### src/rtl/surs_pkg.sv
// ----------------------------------------------------------------------------
// surs_pkg
// Types and constants shared by the sum-up rounding selector and its channels.
// ----------------------------------------------------------------------------
package surs_pkg;

    localparam int MAX_CONTROLS = 8;
    localparam int IDX_W        = $clog2(MAX_CONTROLS);
    localparam int FRAC_W       = 17;
    localparam int DEV_W        = 24;
    localparam int CNT_W        = 4;
    localparam int CFG_W        = 17;
    localparam int CFG_IDX_W    = 2;

    typedef logic        [FRAC_W-1:0]    t_frac;
    typedef logic signed [DEV_W-1:0]     t_dev;
    typedef logic        [IDX_W-1:0]     t_idx;
    typedef logic        [CNT_W-1:0]     t_cnt;
    typedef logic        [CFG_W-1:0]     t_cfg_data;
    typedef logic        [CFG_IDX_W-1:0] t_cfg_idx;

    // register indexes on the config port
    localparam t_cfg_idx CFG_CONTROLS_IN_USE = 2'd0;
    localparam t_cfg_idx CFG_VANISHING_MODE  = 2'd1;
    localparam t_cfg_idx CFG_ZERO_TOLERANCE  = 2'd2;

    localparam t_cnt  CTRL_RESET = t_cnt'(MAX_CONTROLS);
    localparam t_cnt  CTRL_MAX   = t_cnt'(MAX_CONTROLS);
    localparam t_dev  DEV_MAX    = {1'b0, {(DEV_W-1){1'b1}}};
    localparam t_dev  DEV_MIN    = {1'b1, {(DEV_W-1){1'b0}}};
    localparam t_frac ONE_Q16    = 17'h10000;

endpackage

### src/rtl/surs_in_if.sv
// ----------------------------------------------------------------------------
// surs_in_if
// Request channel carrying one Q1.16 fraction per component.
// ----------------------------------------------------------------------------
interface surs_in_if;
    import surs_pkg::*;

    logic  valid;
    logic  ready;
    t_frac fraction;

    modport source (output valid, output fraction, input ready);
    modport sink   (input valid, input fraction, output ready);
endinterface

### src/rtl/surs_out_if.sv
// ----------------------------------------------------------------------------
// surs_out_if
// Result channel carrying the chosen component of a step.
// ----------------------------------------------------------------------------
interface surs_out_if;
    import surs_pkg::*;

    logic valid;
    logic ready;
    t_idx chosen_index;
    logic none_eligible;

    modport source (output valid, output chosen_index, output none_eligible, input ready);
    modport sink   (input valid, input chosen_index, input none_eligible, output ready);
endinterface

### src/rtl/sum_up_rounding_selector_unit.sv
// ----------------------------------------------------------------------------
// sum_up_rounding_selector_unit
// Sum-up rounding of relaxed fractional controls into one chosen component
// per step (SOS1). Deviations are signed Q7.16 and saturate.
// ----------------------------------------------------------------------------
// Path: the request that closes a step passes the input register, then the
//   update/select stage, before its result is loaded into the output register.
// Throughput: 1 request per cycle while the output is not held back, limited by
//   the single add/compare/update pass on the deviation register file.
// Reset: synchronous, active low; clears deviations, step position, running
//   maximum, pipeline valids and config registers (8, 0, 0). No clearing pass.
// ----------------------------------------------------------------------------
module sum_up_rounding_selector_unit (
    input  logic                i_clk,
    input  logic                i_rst_n,
    // config write port
    input  logic                i_cfg_we,
    input  surs_pkg::t_cfg_idx  i_cfg_idx,
    input  surs_pkg::t_cfg_data i_cfg_data,
    // channels
    surs_in_if.sink             i_frac,
    surs_out_if.source          o_res
);
    import surs_pkg::*;

    // ------------------------------------------------------------------
    // Saturating Q7.16 helpers
    // ------------------------------------------------------------------
    function automatic t_dev sat_add(input t_dev a, input t_frac b);
        logic signed [DEV_W:0] s;
        s = {a[DEV_W-1], a} + {{(DEV_W+1-FRAC_W){1'b0}}, b};
        if (s[DEV_W] != s[DEV_W-1]) begin
            sat_add = s[DEV_W] ? DEV_MIN : DEV_MAX;
        end else begin
            sat_add = s[DEV_W-1:0];
        end
    endfunction

    function automatic t_dev sat_sub(input t_dev a, input t_frac b);
        logic signed [DEV_W:0] s;
        s = {a[DEV_W-1], a} - {{(DEV_W+1-FRAC_W){1'b0}}, b};
        if (s[DEV_W] != s[DEV_W-1]) begin
            sat_sub = s[DEV_W] ? DEV_MIN : DEV_MAX;
        end else begin
            sat_sub = s[DEV_W-1:0];
        end
    endfunction

    // ------------------------------------------------------------------
    // Config registers
    // ------------------------------------------------------------------
    t_cnt  r_ctrl_cnt;
    logic  r_vanish;
    t_frac r_tol;

    always_ff @(posedge i_clk) begin
        if (!i_rst_n) begin
            r_ctrl_cnt <= CTRL_RESET;
            r_vanish   <= 1'b0;
            r_tol      <= '0;
        end else if (i_cfg_we) begin
            case (i_cfg_idx)
                CFG_CONTROLS_IN_USE: r_ctrl_cnt <= i_cfg_data[CNT_W-1:0];
                CFG_VANISHING_MODE:  r_vanish   <= i_cfg_data[0];
                CFG_ZERO_TOLERANCE:  r_tol      <= i_cfg_data[FRAC_W-1:0];
                default: ;  // unmapped index, write dropped
            endcase
        end
    end

    // Effective step length: 0 acts as 1, anything past the array size clamps.
    t_cnt step_len;
    always_comb begin
        if (r_ctrl_cnt == '0) begin
            step_len = t_cnt'(1);
        end else if (r_ctrl_cnt > CTRL_MAX) begin
            step_len = CTRL_MAX;
        end else begin
            step_len = r_ctrl_cnt;
        end
    end

    // ------------------------------------------------------------------
    // Stage 1: input register
    // ------------------------------------------------------------------
    logic  r_in_vld;
    t_frac r_frac;

    // ------------------------------------------------------------------
    // Stage 2 state: deviations and the running maximum of the step
    // ------------------------------------------------------------------
    t_dev r_dev [MAX_CONTROLS];
    t_idx r_pos;
    t_dev r_best_dev;
    t_idx r_best_idx;
    logic r_best_found;

    // output register
    logic r_out_vld;
    t_idx r_out_idx;
    logic r_out_none;

    // ------------------------------------------------------------------
    // Stage 2 combinational pass
    // ------------------------------------------------------------------
    t_dev dev_new;      // deviation of the current component after the add
    logic eligible;
    logic take;         // current component becomes the new maximum
    logic cand_found;
    t_idx cand_idx;
    t_dev cand_dev;
    t_dev dev_sub;      // chosen deviation minus 1.0
    logic s2_last;      // this request closes the step
    logic out_free;
    logic s2_go;        // stage 2 commits this cycle

    always_comb begin
        dev_new  = sat_add(r_dev[r_pos], r_frac);
        eligible = !(r_vanish && (r_frac <= r_tol));
        // strict compare: lowest index keeps a tie
        take     = eligible && (!r_best_found || (dev_new > r_best_dev));

        cand_found = r_best_found || take;
        cand_idx   = take ? r_pos   : r_best_idx;
        cand_dev   = take ? dev_new : r_best_dev;

        // Positions only rise within a step, so the stored best deviation is
        // still the current value of that entry; no second read needed.
        dev_sub  = sat_sub(cand_dev, ONE_Q16);

        s2_last  = ({1'b0, r_pos} + t_cnt'(1)) >= step_len;
        out_free = !r_out_vld || o_res.ready;
        // a non-closing request never waits on the output side
        s2_go    = r_in_vld && (!s2_last || out_free);
    end

    assign i_frac.ready = !r_in_vld || s2_go;

    always_ff @(posedge i_clk) begin
        if (!i_rst_n) begin
            r_in_vld <= 1'b0;
        end else if (i_frac.ready) begin
            r_in_vld <= i_frac.valid;
        end
    end

    always_ff @(posedge i_clk) begin
        if (i_frac.valid && i_frac.ready) begin
            r_frac <= i_frac.fraction;
        end
    end

    // Deviation file: written at the current position, and on step end at
    // the chosen entry; the latter wins when both hit the same entry.
    always_ff @(posedge i_clk) begin
        if (!i_rst_n) begin
            for (int i = 0; i < MAX_CONTROLS; i++) begin
                r_dev[i] <= '0;
            end
        end else if (s2_go) begin
            for (int i = 0; i < MAX_CONTROLS; i++) begin
                if (s2_last && cand_found && (cand_idx == t_idx'(i))) begin
                    r_dev[i] <= dev_sub;
                end else if (r_pos == t_idx'(i)) begin
                    r_dev[i] <= dev_new;
                end
            end
        end
    end

    // Step position and running maximum
    always_ff @(posedge i_clk) begin
        if (!i_rst_n) begin
            r_pos        <= '0;
            r_best_dev   <= '0;
            r_best_idx   <= '0;
            r_best_found <= 1'b0;
        end else if (s2_go) begin
            if (s2_last) begin
                r_pos        <= '0;
                r_best_dev   <= '0;
                r_best_idx   <= '0;
                r_best_found <= 1'b0;
            end else begin
                r_pos        <= r_pos + t_idx'(1);
                r_best_dev   <= cand_dev;
                r_best_idx   <= cand_idx;
                r_best_found <= cand_found;
            end
        end
    end

    // Output register: refilled whenever it is empty or being drained.
    always_ff @(posedge i_clk) begin
        if (!i_rst_n) begin
            r_out_vld <= 1'b0;
        end else if (out_free) begin
            r_out_vld <= s2_go && s2_last;
        end
    end

    always_ff @(posedge i_clk) begin
        if (out_free && s2_go && s2_last) begin
            r_out_idx  <= cand_found ? cand_idx : '0;
            r_out_none <= !cand_found;
        end
    end

    assign o_res.valid         = r_out_vld;
    assign o_res.chosen_index  = r_out_idx;
    assign o_res.none_eligible = r_out_none;

    // ------------------------------------------------------------------
    // Assertions
    // ------------------------------------------------------------------
    a_none_idx_zero: assert property (@(posedge i_clk) disable iff (!i_rst_n)
        o_res.valid && o_res.none_eligible |-> o_res.chosen_index == '0)
        else $error("none_eligible result with nonzero index");

    a_step_clears_best: assert property (@(posedge i_clk) disable iff (!i_rst_n)
        s2_go && s2_last |=> !r_best_found && (r_pos == '0))
        else $error("running maximum not cleared at step end");

    a_accept_fills_stage: assert property (@(posedge i_clk) disable iff (!i_rst_n)
        i_frac.valid && i_frac.ready |=> r_in_vld)
        else $error("accepted request lost before stage 2");

    a_result_from_stage: assert property (@(posedge i_clk) disable iff (!i_rst_n)
        $rose(r_out_vld) |-> $past(s2_go && s2_last))
        else $error("result appeared without a closing request");

endmodule
### src/flat_wrapper.sv
// flat-port wrapper written by rule: the top's interface ports become plain ports
module sum_up_rounding_selector_unit_flat import surs_pkg::*;
  (i_clk, i_rst_n, i_cfg_we, i_cfg_idx, i_cfg_data, i_frac_valid, i_frac_fraction, i_frac_ready, o_res_valid, o_res_chosen_index, o_res_none_eligible, o_res_ready);
  surs_in_if i_frac_i ();
  surs_out_if o_res_i ();
  input  logic i_clk;
  input  logic i_rst_n;
  input  logic i_cfg_we;
  input  surs_pkg::t_cfg_idx i_cfg_idx;
  input  surs_pkg::t_cfg_data i_cfg_data;
  input wire logic [$bits(i_frac_i.valid)-1:0] i_frac_valid;
  input wire logic [$bits(i_frac_i.fraction)-1:0] i_frac_fraction;
  output wire logic [$bits(i_frac_i.ready)-1:0] i_frac_ready;
  output wire logic [$bits(o_res_i.valid)-1:0] o_res_valid;
  output wire logic [$bits(o_res_i.chosen_index)-1:0] o_res_chosen_index;
  output wire logic [$bits(o_res_i.none_eligible)-1:0] o_res_none_eligible;
  input wire logic [$bits(o_res_i.ready)-1:0] o_res_ready;
  assign i_frac_i.valid = i_frac_valid;
  assign i_frac_i.fraction = i_frac_fraction;
  assign i_frac_ready = i_frac_i.ready;
  assign o_res_valid = o_res_i.valid;
  assign o_res_chosen_index = o_res_i.chosen_index;
  assign o_res_none_eligible = o_res_i.none_eligible;
  assign o_res_i.ready = o_res_ready;
  sum_up_rounding_selector_unit u_core (.i_clk(i_clk), .i_rst_n(i_rst_n), .i_cfg_we(i_cfg_we), .i_cfg_idx(i_cfg_idx), .i_cfg_data(i_cfg_data), .i_frac(i_frac_i), .o_res(o_res_i));
endmodule
### config.mk
export PLATFORM = sky130hd
export DESIGN_NAME = sum_up_rounding_selector_unit_flat
export DESIGN_NICKNAME = d
export VERILOG_FILES = /design/src/rtl/surs_pkg.sv /design/src/rtl/surs_in_if.sv /design/src/rtl/surs_out_if.sv /design/src/rtl/sum_up_rounding_selector_unit.sv /design/src/flat_wrapper.sv
export SDC_FILE = /design/constraint.sdc
export NUM_CORES = 1
export LEC_CHECK = 0
export BUFFER_PORTS_ARGS = -buffer_cell sky130_fd_sc_hd__buf_4
export CAP_MARGIN = 20
export CORE_UTILIZATION = 55
export CTS_CLUSTER_SIZE = 28
export DETAILED_ROUTE_END_ITERATION = 10
export HOLD_SLACK_MARGIN = 0.1
export PLACE_DENSITY_LB_ADDON = 0.05
export SLEW_MARGIN = 10
export SYNTH_ARGS = -nofsm -noshare
export SYNTH_HDL_FRONTEND = slang
export SYNTH_SLANG_ARGS = --single-unit
export TNS_END_PERCENT = 1
### constraint.sdc
create_clock -name i_clk -period 14.19 [get_ports i_clk]
set_input_delay 0.7095 -clock i_clk [delete_from_list [all_inputs] [get_ports i_clk]]
set_output_delay 0.7095 -clock i_clk [all_outputs]
set_load 0.01 [all_outputs]
* Word-level counts from Yosys, hierarchy flattened
Memories as Yosys holds them, arrays and structs flattened. A register that Yosys moved wholly into a read port is not among the register bits. Index checks and enable logic that the tools add are counted.
Cells by class: mux-type cells 103, shift-type cells 0, eq/ne operators 18, bitwise operators 16, $lt $le $gt $ge 4, add/subtract/negate cells 4, $mul 0, reduce and logical (&&, ||, !) cells 34, div/mod/pow operators 0
Operators by type and width (number):
- $mux W24 | 22
- $mux W1 | 74
- $add A24 B18 Y25 | 1
- $sub A24 B18 Y25 const B | 1
- $eq A3 B3 Y1 const B | 8
- $gt A24 B24 Y1 | 1
- $le A17 B17 Y1 | 1
- $logic_and A1 B1 Y1 | 16
- $or A1 B1 Y1 | 16
- $mux W3 | 5
- $eq A3 B2 Y1 const B | 4
- $mux W4 | 2
- $eq A3 B1 Y1 const B | 2
- $logic_not A1 Y1 | 6
- $logic_not A3 Y1 | 2
- $reduce_and A2 Y1 | 3
- $logic_or A1 B1 Y1 | 5
- $add A3 B1 Y4 const B | 1
- $ge A4 B4 Y1 | 1
- $gt A4 B4 Y1 const B | 1
- $logic_not A4 Y1 | 1
- $add A3 B1 Y3 const B | 1
- $eq A2 B1 Y1 const B | 1
- $eq A2 B2 Y1 const B | 1
- 2 further kinds | 3
Storage, ports and cells: RAM bits 192, input bits 41, word-level logic and storage cells 192, latch bits 0, memory bits (read-only) 0, bits in registers 76, memories kept 1
Memory list:
- u_core.r_dev | depth 8, width 24, read ports 1, clocked after Yosys merged registers in 1, write ports 8, RTL line sum_up_rounding_selector_unit.sv:92 | t_dev r_dev [MAX_CONTROLS];

* Depth between registers and ports, before layout
word-level depth 15, gate-level depth with buffers 45, gate-level depth less buffers 35

* Least setup slack after synthesis
Ideal clock, no wire load.
path kind flip-flop to flip-flop, start point reg (tool-made name), end point mem u_core.r_dev[5][0] (netlist bit), enable pin, stages on the path, launching flop included 31, path slack 3.122 ns, period minus slack after synthesis 11.068 ns, arrival time 10.578 ns, setup time 0.490 ns, required time 13.700 ns, cells stage by stage dfxtp_1 > buf_2 > buf_2 > buf_1 > mux4_2 > mux2_2 > ha_1 > a211oi_1 > o211ai_1 > a221oi_1 > a311oi_1 > or2_2 > nand2_1 > xor2_1 > ha_1 > clkbuf_1 > clkbuf_1 > buf_1 > nand2_1 > o21ai_1 > inv_1 > ha_1 > nand4_1 > nor4_1 > o31a_1 > nor4_1 > mux2i_1 > nor2_1 > clkbuf_1 > a31oi_1 > o311ai_0
RTL lines (RTL line):
- end: declaration | sum_up_rounding_selector_unit.sv:92

==> summary.txt <==
Clock tree
  • Clk_lat worst skew: 0.58 ns
  • # clock sinks: 271
  • CTS tree: built
  • Clk slew on worst S/H paths: 0.06 ns
  • CTS H-tree depth: 1
  • Root Driver: clkbuf_16
  • CTS max path bufs: 3
  • Post-cts gate resize count: 0
  • Hold Buf Count CTS: 0
  • Postcts setup bufs: 0
  • CTS Buf Count: 31

GRT
  • First-pass GRT wire length: between 70 and 80 mm
  • Largest net degree at the start of global routing: 46
  • Grt ovf: 0
  • Number of global-route vias before repair: 11936
  • GRT Overall Usage: 0.338
  • Initial antenna violation count: 1

Drt
  • DRC errors left: 0
  • Initial drt markers: 1492
  • Vias per inst: 6.74
  • Via count: roughly 12000
  • Remaining antenna violation count after routing: 0
  • Drt pass-1 iters: 6
  • Total routed wirelength: 48.4 mm
  • Wire length per cell: 26.9 µm

Finish
  • Post-Layout Cell Count: 1802
  • Final core occ: 0.624
  • ANT cells: 0
  • Most frequent cells in the layout: 213 x edfxtp_1, 136 x o22ai_1, 104 x nand2_1
  • Layout area overhead: 11.7%
  • Nets@finish: approximately 1500
  • Commonest non-fill, non-tap cell in the layout: edfxtp_1
  • Layout cell share with drive strength beyond 1: 0.183

Critical path
  • Worst path most repeated cell: ha_1
  • Setup CP Type: reg -> reg
  • CP Max Fanout: 28
  • Worst setup EP type: flop
  • Slowest Stage Delay on Critical Path: 1.01 ns
  • Critical Path AT: 12.92 ns
  • Setup crit start kind: flop
  • Critical Path RT: between 10 and 15 ns
  • Slowest-stage cell, CP: ha_1
  • Flop-to-flop setup slack: 1.55 ns

Die
  • Initial Utilization: 0.559
  • Die Area: 28900 µm²
  • # IOs: 47
  • Num rows: 61
  • Width of the die: about 170 µm
  • Core area: 27800 µm²
  • Die height: 170 µm

STA
  • Tcrit/Tclk final: 0.891
  • Endpoints failing setup: 0
  • Tmin final: about 13 ns
  • Setup TNS: 0 ns
  • WHS: between 0.3 and 0.4 ns
  • RSZ-0062 raised after global routing: false
  • Fin. Hold Viols: 0
  • Clock Skew: around 0.014 ns
  • FMAX: 79.1 MHz
  • Slew HR: 0.196
  • Tightest Pin Transition: 1.21 ns
  • Fin. max-slew vios: 0

Power and ir drop
  • PD cells: about 150 nW/µm²
  • Tot Pwr: about 2.5 mW
  • Peak supply drop: approximately 94 µV
  • Leak pwr: between 6 and 7 nW

Logic synthesis
  • Yosys warnings: 0
  • Synth top area share: 0.412
  • Synth top area cells: edfxtp_1 41%, dfxtp_1 7.5%, mux4_2 7.0%, ha_1 5.7%, o22ai_1 5.5%
  • Area of the mapped netlist: between 15000 and 20000 µm²
  • Number of enable flip-flop cells after synthesis: about 210
  • Asr flop ratio synth: 0
  • Syn Area/Cell: 11.1 µm²
  • Yosys top cell by area: edfxtp_1
  • Most used flip-flop cell after synthesis: edfxtp_1
  • Unique masters post-synth: 73
  • Net count after synthesis: 1506
  • Flops & latches, synth: 271
  • Cells after Synth: 1393
  • Sequential fraction of the synthesis area: 0.487

Placement
  • IO buf count: between 40 and 50
  • Cell total after placement: 1744
  • Dpl hpwl: 30.7 mm
  • Gpl congestion: 0.942

Run
  • Max-cap violations: 0

Min path
  • Worst hold path type: in -> reg

Status
  • Status: finished clean
metrics by stage:
| step | area (µm²) | setup slack (ns) |
|---|---|---|
| after detailed placement | 16200 | 1.81 |
| after global routing | 17300 | 0.963 |
| after global placement | 16200 | 2.04 |
| final | 17300 | 1.55 |
| after CTS | 17300 | 1.76 |
| after floorplan | 15500 | 3.12 |
cells in the mapped netlist, drive strengths merged, types with 4 or more instances:
master	number
a21o	14
inv	80
buf	41
nor2b	43
nand4b	5
a221oi	24
nor3b	5
a22oi	23
o2111ai	8
edfxtp	213
nor2	71
clkbuf	65
a211oi	23
and2	15
nor3	7
nand2b	9
or3	4
o21a	8
xor2	9
o31ai	6
ha	71
nand3	23
o211ai	18
nor4	10
mux4	48
mux2i	18
xnor2	10
nand4	17
a21boi	22
a31oi	11
dfxtp	58
o22ai	136
o21ai	51
a21oi	61
nand2	105
mux2	22
or2	12
final timing paths:
check,from,end,depth (start not counted)
worst max register to register,flop,u_core.r_dev[6][13]$_SDFFCE_PN0P_,34
worst min register to register,u_core.r_tol[7]$_SDFFE_PN0P_,u_core.r_tol[7]$_SDFFE_PN0P_,2
worst min-delay path,i_frac_fraction[16],u_core.r_frac[16]$_DFFE_PP_,1
worst max-delay path,flop,u_core.r_dev[6][13]$_SDFFCE_PN0P_,34
registers in the layout, summed over array words and instances, names as in the netlist, named ones only:
register                    count
u_core.r_dev                  192
u_core.r_best_dev              24
u_core.r_frac                  17
u_core.r_tol                   17
u_core.r_ctrl_cnt               4
u_core.o_res.chosen_index       3
u_core.r_best_idx               3
u_core.r_pos                    3
u_core.o_res.none_eligible      1
u_core.o_res.valid              1
u_core.r_best_found             1
u_core.r_in_vld                 1
u_core.r_vanish                 1
layout make-up:
| type | instances | area (µm²) |
|---|---|---|
| Timing Repair Buffer | 79 | 601 |
| Multi-Input combinational cell | 936 | 7270 |
| Inverter | 80 | 300 |
| Clock buffer | 35 | 831 |
| Fill cell | 2297 | 10400 |
| Sequential cell | 271 | 7560 |
| Clock inverter | 23 | 307 |
| Tap cell | 378 | 473 |
per-layer routing:
| metal | GRT usage | share of wire |
|---|---|---|
| met1 | 0.461 | 0.40 |
| met2 | 0.530 | 0.45 |
| met3 | 0.0658 | 0.11 |
| met4 | 0.137 | 0.034 |
| met5 | 0 | 0 |
kinds of logic after synthesis:
group,Yosys count,synth area share
multiplexers,88,0.0975
XOR/XNOR,19,0.0107
flip-flops,271,0.487
AO/OA/AOI/OAI,421,0.188
AND/OR/NAND/NOR,336,0.108
buffers and inverters,186,0.0498
adder cells (fa/ha/maj),72,0.0585
power breakdown:
part	switching, mW	internal (mW)
registers	0.0313	0.930
logic	0.459	0.240
clock network	0.340	0.547
total	0.830	1.72
critical path, delay by kind of cell (launching register included):
kind / cells / cell delay (ns)
xor gates and xnor gates: 1 / 0.17
and+or+nand+nor: 11 / 3.20
AOI/OAI and AO/OA: 10 / 2.76
DFF: 1 / 0.87
buffers and inverters: 5 / 1.76
muxes: 3 / 1.52
adders and majority gates: 4 / 2.00
(Power assumes the default switching activity.)
